## src/bkjh_pkg.sv

```systemverilog
// Shared types, constants and mix shift table for the byte-key hash block.
`default_nettype none
package bkjh_pkg;

   localparam logic [31:0] GoldenWord = 32'h9e3779b9;
   localparam int          BlockLen   = 12;
   localparam int          MixSteps   = 9;
   localparam logic [3:0]  LastByte   = 4'(BlockLen - 1);
   localparam logic [3:0]  LastStep   = 4'(MixSteps - 1);

   // One unit of work for the mixer: a block to fold in, a key end, or both.
   typedef struct packed {
      logic [31:0] a_word;
      logic [31:0] b_word;
      logic [31:0] c_word;
      logic [31:0] key_len;
      logic        has_block;
      logic        is_final;
   } job_type;

   typedef enum logic [3:0] {
      ST_IDLE = 4'b0001,
      ST_MIX  = 4'b0010,
      ST_LEN  = 4'b0100,
      ST_DONE = 4'b1000
   } back_state_type;

   function automatic logic [4:0] mix_shift(input logic [3:0] step);
      logic [4:0] sh;
      begin
         case (step)
            4'd0:    sh = 5'd13;
            4'd1:    sh = 5'd8;
            4'd2:    sh = 5'd13;
            4'd3:    sh = 5'd12;
            4'd4:    sh = 5'd16;
            4'd5:    sh = 5'd5;
            4'd6:    sh = 5'd3;
            4'd7:    sh = 5'd10;
            4'd8:    sh = 5'd15;
            default: sh = 5'd0;
         endcase
         return sh;
      end
   endfunction

endpackage
`default_nettype wire

```

## src/bkjh_front.sv

```systemverilog
// Front end: packs key bytes into 12-byte blocks and issues mixer jobs.
`default_nettype none
module bkjh_front (
   input  wire logic             clock,
   input  wire logic             reset,
   input  wire logic             req_push,
   output logic                  req_full,
   input  wire logic [7:0]       req_data_byte,
   input  wire logic             req_has_byte,
   input  wire logic             req_last,
   input  wire logic             jobq_full,
   output logic                  job_push,
   output bkjh_pkg::job_type     job
);
   import bkjh_pkg::*;

   logic [7:0]  bytes_ff [BlockLen];
   logic [7:0]  bytes_in [BlockLen];
   logic [7:0]  bytes_nx [BlockLen];
   logic [3:0]  fill_ff, fill_in;
   logic [31:0] len_ff, len_in, len_nx;
   logic        accept, blk, emit;

   assign req_full = jobq_full;
   assign accept   = req_push & ~jobq_full;
   assign blk      = req_has_byte & (fill_ff == LastByte);
   assign emit     = blk | req_last;
   assign job_push = accept & emit;
   assign len_nx   = len_ff + 32'(req_has_byte);

   always_comb begin
      bytes_nx = bytes_ff;
      if (req_has_byte) begin
         bytes_nx[fill_ff] = req_data_byte;
      end
   end

   always_comb begin
      job.a_word    = {bytes_nx[3], bytes_nx[2], bytes_nx[1], bytes_nx[0]};
      job.b_word    = {bytes_nx[7], bytes_nx[6], bytes_nx[5], bytes_nx[4]};
      // tail bytes sit one byte higher in c than block bytes
      job.c_word    = blk ? {bytes_nx[11], bytes_nx[10], bytes_nx[9], bytes_nx[8]}
                          : {bytes_nx[10], bytes_nx[9], bytes_nx[8], 8'h00};
      job.key_len   = len_nx;
      job.has_block = blk;
      job.is_final  = req_last;
   end

   always_comb begin
      bytes_in = bytes_ff;
      fill_in  = fill_ff;
      len_in   = len_ff;
      if (accept) begin
         if (emit) begin
            for (int i = 0; i < BlockLen; i++) begin
               bytes_in[i] = 8'h00;
            end
            fill_in = 4'd0;
         end else begin
            bytes_in = bytes_nx;
            fill_in  = fill_ff + 4'(req_has_byte);
         end
         len_in = req_last ? 32'd0 : len_nx;
      end
   end

   always_ff @(posedge clock) begin
      if (reset) begin
         for (int i = 0; i < BlockLen; i++) begin
            bytes_ff[i] <= 8'h00;
         end
         fill_ff <= 4'd0;
         len_ff  <= 32'd0;
      end else begin
         bytes_ff <= bytes_in;
         fill_ff  <= fill_in;
         len_ff   <= len_in;
      end
   end

endmodule
`default_nettype wire

```

## src/bkjh_jobq.sv

```systemverilog
// Small job queue between the byte packer and the mixer.
`default_nettype none
module bkjh_jobq #(
   parameter int DEPTH = 4
) (
   input  wire logic          clock,
   input  wire logic          reset,
   input  wire logic          push,
   input  bkjh_pkg::job_type  push_job,
   output logic               full,
   input  wire logic          pop,
   output logic               empty,
   output bkjh_pkg::job_type  head
);
   import bkjh_pkg::*;

   localparam int PtrW = (DEPTH > 1) ? $clog2(DEPTH) : 1;
   localparam int CntW = $clog2(DEPTH + 1);
   localparam logic [PtrW-1:0] LastPtr = PtrW'(DEPTH - 1);

   job_type         mem_ff [DEPTH];
   logic [PtrW-1:0] wr_ff, wr_in, rd_ff, rd_in;
   logic [CntW-1:0] cnt_ff, cnt_in;
   logic            do_push, do_pop;

   assign full    = (cnt_ff == CntW'(DEPTH));
   assign empty   = (cnt_ff == '0);
   assign do_push = push & ~full;
   assign do_pop  = pop & ~empty;
   assign head    = mem_ff[rd_ff];

   always_comb begin
      wr_in  = wr_ff;
      rd_in  = rd_ff;
      cnt_in = cnt_ff;
      if (do_push) begin
         wr_in = (wr_ff == LastPtr) ? '0 : wr_ff + PtrW'(1);
      end
      if (do_pop) begin
         rd_in = (rd_ff == LastPtr) ? '0 : rd_ff + PtrW'(1);
      end
      if (do_push && !do_pop) begin
         cnt_in = cnt_ff + CntW'(1);
      end else if (do_pop && !do_push) begin
         cnt_in = cnt_ff - CntW'(1);
      end
   end

   always_ff @(posedge clock) begin
      if (do_push) begin
         mem_ff[wr_ff] <= push_job;
      end
   end

   always_ff @(posedge clock) begin
      if (reset) begin
         wr_ff  <= '0;
         rd_ff  <= '0;
         cnt_ff <= '0;
      end else begin
         wr_ff  <= wr_in;
         rd_ff  <= rd_in;
         cnt_ff <= cnt_in;
      end
   end

endmodule
`default_nettype wire

```

## src/bkjh_back.sv

```systemverilog
// Back end: folds jobs into a, b, c, runs the mix one step a cycle, queues hashes.
`default_nettype none
module bkjh_back (
   input  wire logic          clock,
   input  wire logic          reset,
   input  wire logic          job_valid,
   input  bkjh_pkg::job_type  job,
   output logic               job_pop,
   output logic               rsp_empty,
   input  wire logic          rsp_pop,
   output logic [31:0]        rsp_hash_value
);
   import bkjh_pkg::*;

   localparam logic [1:0] RspDepth = 2'd2;

   back_state_type state_ff, state_in;
   logic [31:0] a_ff, a_in, b_ff, b_in, c_ff, c_in;
   logic [31:0] a_mx, b_mx, c_mx;
   logic [31:0] len_ff, len_in;
   logic [3:0]  step_ff, step_in;
   logic        block_ff, block_in, final_ff, final_in;
   logic [4:0]  sh;
   logic        push_rsp, do_pop;
   logic [31:0] slot0_ff, slot0_in, slot1_ff, slot1_in;
   logic [1:0]  cnt_ff, cnt_in;

   // one of the nine subtract/xor-shift steps
   always_comb begin
      a_mx = a_ff;
      b_mx = b_ff;
      c_mx = c_ff;
      sh   = mix_shift(step_ff);
      unique case (step_ff) inside
         4'd0, 4'd3, 4'd6: a_mx = (a_ff - b_ff - c_ff) ^ (c_ff >> sh);
         4'd1, 4'd4, 4'd7: b_mx = (b_ff - c_ff - a_ff) ^ (a_ff << sh);
         default:          c_mx = (c_ff - a_ff - b_ff) ^ (b_ff >> sh);
      endcase
   end

   always_comb begin
      state_in = state_ff;
      a_in     = a_ff;
      b_in     = b_ff;
      c_in     = c_ff;
      len_in   = len_ff;
      step_in  = step_ff;
      block_in = block_ff;
      final_in = final_ff;
      job_pop  = 1'b0;
      push_rsp = 1'b0;
      unique case (state_ff)
         ST_IDLE: begin
            if (job_valid) begin
               job_pop  = 1'b1;
               a_in     = a_ff + job.a_word;
               b_in     = b_ff + job.b_word;
               c_in     = c_ff + job.c_word + (job.has_block ? 32'd0 : job.key_len);
               len_in   = job.key_len;
               block_in = job.has_block;
               final_in = job.is_final;
               step_in  = 4'd0;
               state_in = ST_MIX;
            end
         end
         ST_MIX: begin
            a_in = a_mx;
            b_in = b_mx;
            c_in = c_mx;
            if (step_ff == LastStep) begin
               step_in = 4'd0;
               if (final_ff && block_ff) begin
                  state_in = ST_LEN;
               end else if (final_ff) begin
                  state_in = ST_DONE;
               end else begin
                  state_in = ST_IDLE;
               end
            end else begin
               step_in = step_ff + 4'd1;
            end
         end
         ST_LEN: begin
            // key ended on a block boundary: empty tail, length only
            c_in     = c_ff + len_ff;
            block_in = 1'b0;
            state_in = ST_MIX;
         end
         ST_DONE: begin
            if (cnt_ff != RspDepth) begin
               push_rsp = 1'b1;
               a_in     = GoldenWord;
               b_in     = GoldenWord;
               c_in     = 32'd0;
               state_in = ST_IDLE;
            end
         end
         default: state_in = ST_IDLE;
      endcase
   end

   // two-entry result queue
   assign rsp_empty      = (cnt_ff == 2'd0);
   assign rsp_hash_value = slot0_ff;
   assign do_pop         = rsp_pop & ~rsp_empty;

   always_comb begin
      slot0_in = slot0_ff;
      slot1_in = slot1_ff;
      cnt_in   = cnt_ff;
      if (push_rsp && do_pop) begin
         if (cnt_ff == 2'd1) begin
            slot0_in = c_ff;
         end else begin
            slot0_in = slot1_ff;
            slot1_in = c_ff;
         end
      end else if (push_rsp) begin
         if (cnt_ff == 2'd0) begin
            slot0_in = c_ff;
         end else begin
            slot1_in = c_ff;
         end
         cnt_in = cnt_ff + 2'd1;
      end else if (do_pop) begin
         slot0_in = slot1_ff;
         cnt_in   = cnt_ff - 2'd1;
      end
   end

   always_ff @(posedge clock) begin
      slot0_ff <= slot0_in;
      slot1_ff <= slot1_in;
      len_ff   <= len_in;
   end

   always_ff @(posedge clock) begin
      if (reset) begin
         state_ff <= ST_IDLE;
         a_ff     <= GoldenWord;
         b_ff     <= GoldenWord;
         c_ff     <= 32'd0;
         step_ff  <= 4'd0;
         block_ff <= 1'b0;
         final_ff <= 1'b0;
         cnt_ff   <= 2'd0;
      end else begin
         state_ff <= state_in;
         a_ff     <= a_in;
         b_ff     <= b_in;
         c_ff     <= c_in;
         step_ff  <= step_in;
         block_ff <= block_in;
         final_ff <= final_in;
         cnt_ff   <= cnt_in;
      end
   end

   a_rsp_bound: assert property (@(posedge clock) disable iff (reset)
      cnt_ff <= RspDepth)
      else $error("result queue overflow");

   a_step_range: assert property (@(posedge clock) disable iff (reset)
      step_ff <= LastStep)
      else $error("mix step out of range");

   a_pop_idle: assert property (@(posedge clock) disable iff (reset)
      job_pop |-> (state_ff == ST_IDLE) && job_valid)
      else $error("job taken outside idle");

   a_words_reset: assert property (@(posedge clock) disable iff (reset)
      push_rsp |=> (a_ff == GoldenWord) && (b_ff == GoldenWord) && (c_ff == 32'd0))
      else $error("state words not restored after hash");

endmodule
`default_nettype wire

```

## src/byte_key_jenkins_hash.sv

```systemverilog
// Top level: byte-serial lookup2 hash of a variable-length key.
//
//  channel | ports                                        | handshake
//  --------+----------------------------------------------+------------------------
//  request | req_data_byte, req_has_byte, req_last        | req_push / req_full
//  result  | rsp_hash_value                               | rsp_empty / rsp_pop
//
// Takes one request per cycle while the job queue has room. Each completed
// 12-byte block costs the mixer an add and nine mix steps; a key end costs an
// add, nine mix steps and a result push, plus a length add and nine more mix
// steps when the key ends on a block boundary, so short keys are limited by
// the mixer. Reset is synchronous; no clearing pass. A full result queue
// stalls the mixer, which then fills the job queue and raises req_full.
`default_nettype none
module byte_key_jenkins_hash #(
   parameter int JOB_DEPTH = 4
) (
   input  wire logic        clock,
   input  wire logic        reset,
   input  wire logic        req_push,
   output logic             req_full,
   input  wire logic [7:0]  req_data_byte,
   input  wire logic        req_has_byte,
   input  wire logic        req_last,
   output logic             rsp_empty,
   input  wire logic        rsp_pop,
   output logic [31:0]      rsp_hash_value
);
   import bkjh_pkg::*;

   job_type in_job, head_job;
   logic    job_push, jobq_full, jobq_empty, job_pop;

   bkjh_front u_front (
      .clock         (clock),
      .reset         (reset),
      .req_push      (req_push),
      .req_full      (req_full),
      .req_data_byte (req_data_byte),
      .req_has_byte  (req_has_byte),
      .req_last      (req_last),
      .jobq_full     (jobq_full),
      .job_push      (job_push),
      .job           (in_job)
   );

   bkjh_jobq #(
      .DEPTH (JOB_DEPTH)
   ) u_jobq (
      .clock    (clock),
      .reset    (reset),
      .push     (job_push),
      .push_job (in_job),
      .full     (jobq_full),
      .pop      (job_pop),
      .empty    (jobq_empty),
      .head     (head_job)
   );

   bkjh_back u_back (
      .clock          (clock),
      .reset          (reset),
      .job_valid      (~jobq_empty),
      .job            (head_job),
      .job_pop        (job_pop),
      .rsp_empty      (rsp_empty),
      .rsp_pop        (rsp_pop),
      .rsp_hash_value (rsp_hash_value)
   );

endmodule
`default_nettype wire

```

## config.mk

```make
export PLATFORM = sky130hd
export DESIGN_NAME = byte_key_jenkins_hash
export DESIGN_NICKNAME = d
export VERILOG_FILES = /design/src/bkjh_pkg.sv /design/src/bkjh_front.sv /design/src/bkjh_jobq.sv /design/src/bkjh_back.sv /design/src/byte_key_jenkins_hash.sv
export SDC_FILE = /design/constraint.sdc
export NUM_CORES = 2
export LEC_CHECK = 0
export BUFFER_PORTS_ARGS = -buffer_cell sky130_fd_sc_hd__buf_2
export CAP_MARGIN = 15
export CORE_UTILIZATION = 40
export CTS_CLUSTER_DIAMETER = 200
export CTS_CLUSTER_SIZE = 30
export DETAILED_ROUTE_END_ITERATION = 7
export PLACE_DENSITY = 0.61
export SYNTH_ARGS = -nofsm -noshare
export SYNTH_HDL_FRONTEND = slang
export SYNTH_HIERARCHICAL = 1
export SYNTH_SLANG_ARGS = --single-unit
```

## constraint.sdc

```tcl
create_clock -name clock -period 5.7 [get_ports clock]
set_input_delay 1.14 -clock clock [delete_from_list [all_inputs] [get_ports clock]]
set_output_delay 1.14 -clock clock [all_outputs]
set_load 0.01 [all_outputs]
```

# --- Yosys cells after proc, flatten, opt, wreduce, memory -nomap -nowiden ---
# Memories as Yosys holds them, arrays and structs flattened. A register that Yosys moved wholly into a read port is not among the register bits.
# Cells that the tools add are included.
op_classes:
  shifts: 3
  add_sub_neg: 20
  n_reduce_logical: 31
  muxes: 56
  div: 0
  mul: 0
  bitwise_logic: 15
  magnitude_cmp: 2
  n_eq_ne: 25
ops:
  columns: ["op", "count"]
  rows:
  - ["$mux W32", 20]
  - ["$mux W96", 2]
  - ["$pmux W32 S3", 2]
  - ["$sub A32 B32 Y32", 6]
  - ["$add A32 B32 Y32", 5]
  - ["$pmux W32 S4", 1]
  - ["$bwmux W96", 1]
  - ["$xor A32 B32 Y32", 3]
  - ["$shr A32 B5 Y32", 2]
  - ["$mux W4", 10]
  - ["$add A32 B1 Y32", 1]
  - ["$demux W8 S4", 1]
  - ["$shl A32 B5 Y32", 1]
  - ["$eq A4 B3 Y1 const B", 4]
  - ["$pmux W4 S4", 1]
  - ["$ne A2 B2 Y1 const B", 7]
  - ["$eq A4 B4 Y1 const B", 3]
  - ["$mux W2", 6]
  - ["$reduce_and A4 Y1", 3]
  - ["$reduce_and A2 Y1", 5]
  - ["$reduce_bool A2 Y1", 5]
  - ["$eq A4 B1 Y1 const B", 2]
  - ["$eq A4 B2 Y1 const B", 2]
  - ["$mux W8", 1]
  - ["other kinds (31)", 58]
word_totals:
  mem_bits_ro: 80
  ramBits: 520
  n_memories: 2
  wordCells: 182
  regBits: 343
  inputBits: 14
  latchBits: 0
mem_list:
  columns: ["name", "depth", "width", "read_ports", "rd_clocked_by_memory_dff", "wr", "line_no", "text"]
  rows:
  - ["u_jobq.mem_ff", 4, 130, 1, 1, 1, "bkjh_jobq.sv:21", "job_type mem_ff [DEPTH];"]
  - ["(name not given)", 16, 5, 1, 1, 0, "bkjh_pkg.sv:31", "case (step)"]

# --- Longest topological paths before layout ---
logic_depth:
  ltp_word: 9
  depth_mapped: 20
  mapped_depth_nobuf: 17

# --- Cells and area by module ---
# Netlist, hierarchy kept.
by_module_without_submodules:
  columns: ["mod", "cells_per_inst", "instances", "seq_area_each_um2", "area_each_um2"]
  rows:
  - ["bkjh_back", 3218, 1, 5144.9, 28105.7]
  - ["bkjh_jobq", 729, 1, 15795.1, 19332.3]
  - ["bkjh_front", 748, 1, 2482.4, 6591.3]
  - ["byte_key_jenkins_hash", 1, 1, 0.0, 3.8]

# --- Least setup slack after synthesis ---
# Ideal clock, no wire load.
synth_timing:
  path_kind: "input-to-reg"
  from: "in req_has_byte"
  to: "mem u_jobq/mem_ff[3][0] in the netlist's numbering, enable pin"
  cell_stages: 5
  setup_time_ps: 505
  slack_ps: 138
  arrival_time_ps: 5057
  required_time_ps: 5195
  path_cell_list: "and3b_1 > clkbuf_1 > a31oi_1 > nor2_1 > and3_1"
synth_via:
  elab_chain_len: 6
synth_rtl:
  columns: ["item", "line_no", "text"]
  rows:
  - ["from (decl)", "byte_key_jenkins_hash.sv:23", "input wire logic req_has_byte,"]
  - ["$and A1 B1 Y1", "bkjh_front.sv:26", "assign blk = req_has_byte & (fill_ff == LastByte);"]
  - ["$or A1 B1 Y1", "bkjh_front.sv:27", "assign emit = blk | req_last;"]
  - ["$and A1 B1 Y1", "bkjh_front.sv:28", "assign job_push = accept & emit;"]
  - ["named net job_push", "byte_key_jenkins_hash.sv:32", "logic job_push, jobq_full, jobq_empty, job_pop;"]
  - ["$and A1 B1 Y1", "bkjh_jobq.sv:28", "assign do_push = push & ~full;"]
  - ["$mux W1", "bkjh_jobq.sv:50", "if (do_push) begin"]
  - ["$mux W1 (implied by the code)", "bkjh_jobq.sv:51", "mem_ff[wr_ff] <= push_job;"]
  - ["to (decl)", "bkjh_jobq.sv:21", null]
# The timed path passes the listed nets, and every way through them passes these cells.

==> flow_metrics.env <==
export IMPL_grt_pass1_wl_um=263000
export IMPL_synth_top_area_share_pct=34.2
export IMPL_arrival_ns=5.62
export IMPL_slew_violations=0
export IMPL_hold_viol_final=0
export IMPL_yosysSeqAreaShare_pct=43.3
export IMPL_routed_wl_um=181000
export IMPL_gp_congestion=1.01
export IMPL_port_buffer_count=47
export IMPL_ys_types=105
export IMPL_root_buffer="clkbuf_16"
export IMPL_grtUsageTotal_pct=26.0
export IMPL_synth_top_cell_by_area="edfxtp_1"
export IMPL_fp_dieW_um=370
export IMPL_maxUsedRoutingLayer="met5"
export IMPL_grt_pass1_vias=37966
export IMPL_grt_max_degree=79
export IMPL_p_total_mw=37.6
export IMPL_syn_cell_area_sq_mm=0.0540
export IMPL_cp_max_fo=32
export IMPL_async_flop_share_pct=0
export IMPL_drt_iter0_drc=4730
export IMPL_holdPathStages=2
export IMPL_critPathKind="reg -> reg"
export IMPL_relSlewSlack_pct=26.0
export IMPL_seq_area_sq_mm=0.0234
export IMPL_setup_viol=0
export IMPL_end_kind="flip-flop"
export IMPL_power_leakage_nw=20.3
export IMPL_rsz0062_at_grt="no"
export IMPL_multi_input_area_sq_mm=0.0287
export IMPL_min_period_ns=5.03
export IMPL_min_from="u_back/final_ff"
export IMPL_synth_commonest_cells="edfxtp_1, nor2_1, a21oi_1"
export IMPL_syn_num_nets=5083
export IMPL_overflow=0
export IMPL_ant_nets=0
export IMPL_syn_avg_cell_area_sq_um=11.5
export IMPL_cp_required_ns=6.29
export IMPL_drcViolationCount=8
export IMPL_place_hpwl_um=135000
export IMPL_synth_seq_cells=862
export IMPL_htreeDepth=2
export IMPL_r2r_slack_ns=0.67
export IMPL_maxCapViolCount=0
export IMPL_fp_coreArea_sq_mm=0.134
export IMPL_die_area_sq_mm=0.137
export IMPL_met3_length_um=15300
export IMPL_tritoncts="yes"
export IMPL_synth_top_flop_cell="edfxtp_1"
export IMPL_layout_drive_gt1_share_pct=13.2
export IMPL_num_vias=39846
export IMPL_hold_path_endpoint="u_back/final_ff"
export IMPL_clockBufferDepth=3
export IMPL_nFillCells=12599
export IMPL_area_growth_synth_to_final_pct=6.24
export IMPL_clk_pin_slew_ns=0.15
export IMPL_powerDensity_mw_per_mm2=655
export IMPL_wl_per_cell_um=28.0
export IMPL_worst_pin_slew_ns=1.11
export IMPL_synth_most_common_cell="edfxtp_1"
export IMPL_yosysWarnings=6
export IMPL_cp_start_kind="flip-flop"
export IMPL_ir_drop_v=0.000292
export IMPL_fin_nets=5045
export IMPL_die_height_um=370
export IMPL_row_count=134
export IMPL_numCtsBuffers=34
export IMPL_avgViaCountPerCell=6.17
export IMPL_tns_ns=0
export IMPL_reg2reg_depth=15
export IMPL_grt_antenna_before_repair=6
export IMPL_finalCritPeriodShare_pct=88.3
export IMPL_skew_ns=0.0537
export IMPL_syn_inst=4696
export IMPL_ctsHoldBuffers=0
export IMPL_violations="DRC"
export IMPL_cts_sinks=862
export IMPL_post_cts_buffers=0
export IMPL_hold_class="reg -> reg"
export IMPL_netlist_top_cells_area="edfxtp_1, dfxtp_1, mux4_2"
export IMPL_post_cts_resized=0
export IMPL_initial_utilization_pct=40.4
export IMPL_clock_latency_ns=0.67
export IMPL_r2r_end="u_back/c_ff[28]"
export IMPL_wl_met1_um=80200
export IMPL_synth_edf_count=616
export IMPL_status="finished with violations"
export IMPL_io_pins=48
export IMPL_first_pass_iters=8
export IMPL_max_freq_ghz=0.199
export IMPL_wl_met2_um=77300
[how the worst max path moves through the flow]
stage / startpoint / endpoint / cells past startpoint
floorplan: req_has_byte / u_jobq/mem_ff[3][0] / 5
global placement: flip-flop / u_back/b_ff[29] / 13
detailed placement: flip-flop / u_back/b_ff[24] / 14
CTS: flip-flop / u_back/b_ff[24] / 14
global route: flip-flop / u_back/b_ff[24] / 14
finish: flip-flop / u_back/c_ff[28] / 15
[report_power, final]
group | internal (mW) | switching (mW)
logic | 10.2 | 16.0
clock network | 1.18 | 1.99
registers | 7.42 | 0.801
total | 18.8 | 18.8
[registers in the layout, indices dropped and copies added, names as in the netlist, 5 cells and up, named ones only]
register	count
u_back/len_ff	32
u_back/slot1_ff	32
u_back/b_ff	32
u_jobq/mem_ff	520
u_back/rsp_hash_value	32
u_back/a_ff	32
u_front/len_ff	32
u_back/c_ff	32
u_front/bytes_ff	88
u_back/sh	5
[routing by layer]
layer | global-route usage [%] | vias up
li1 | - | 17609
met4 | 9.97 | 2
met2 | 38.5 | 1848
met5 | 0 | -
met3 | 4.28 | 317
met1 | 38.0 | 20070
[layout make-up]
class	count	area share (%)
clock inverter	4	0.111
antenna	3	0.0131
sequential	862	40.8
clock buffer	57	1.65
tap	1768	3.85
timing repair buffer	169	2.34
multi-input combinational	3420	50.1
inverter	171	1.12
[critical path, stage by stage (launching register included)]
cell      delay [ns]
dfxtp_4         0.53
mux4_2          0.55
buf_4           0.25
nor2b_1         0.18
fa_1            0.45
ha_1            0.31
a211oi_1        0.27
o21bai_1        0.18
o41ai_2         0.47
a211oi_1        0.25
o41ai_2         0.49
o21ai_1         0.23
a211oi_1        0.36
o21a_1          0.17
o21ai_0         0.06
a221oi_1        0.23
[logic make-up (layout without fill, tap and decap cells)]
group	Yosys count	count (layout)	share of synthesized area (%)
adders and majority gates	373	373	10.4
xor gates and xnor gates	327	327	5.30
muxes	423	423	12.6
and+or+nand+nor	1108	1108	10.0
DFF	862	862	43.3
buffers and inverters	414	401	3.57
other	0	3	0
AOI/OAI and AO/OA	1189	1189	14.7
[metrics by stage]
| stage | worst slack, ns | hold slack (ns) | instance area, sq um | instances | util (%) |
|---|---|---|---|---|---|
| finish | 0.667 | 0.480 | 57400 | 6454 | 42.9 |
| global placement | 0.702 | 0.448 | 56400 | 6390 | 42.1 |
| detailed placement | 0.623 | 0.453 | 56400 | 6390 | 42.1 |
| global route | 0.254 | 0.499 | 57400 | 6452 | 42.9 |
| floorplan | 0.138 | 0.437 | 54000 | 4696 | - |
| CTS | 0.609 | 0.473 | 57400 | 6451 | 42.9 |
[placed cells by master (no fill, tap or decap), drive strengths merged, types with 48 or more instances in the layout]
master,count
edfxtp,616
nor2,371
a21oi,310
nand2,250
xnor2,246
dfxtp,246
ha,244
mux4,193
o21ai,181
inv,170
buf,169
mux2,136
fa,129
a21o,116
mux2i,94
a211oi,85
xor2,81
nand3,72
nor2b,67
o22ai,66
nor3,63
nand2b,58
clkbuf,57
a22oi,55
a22o,49
a31oi,48
(Power assumes the default switching activity.)
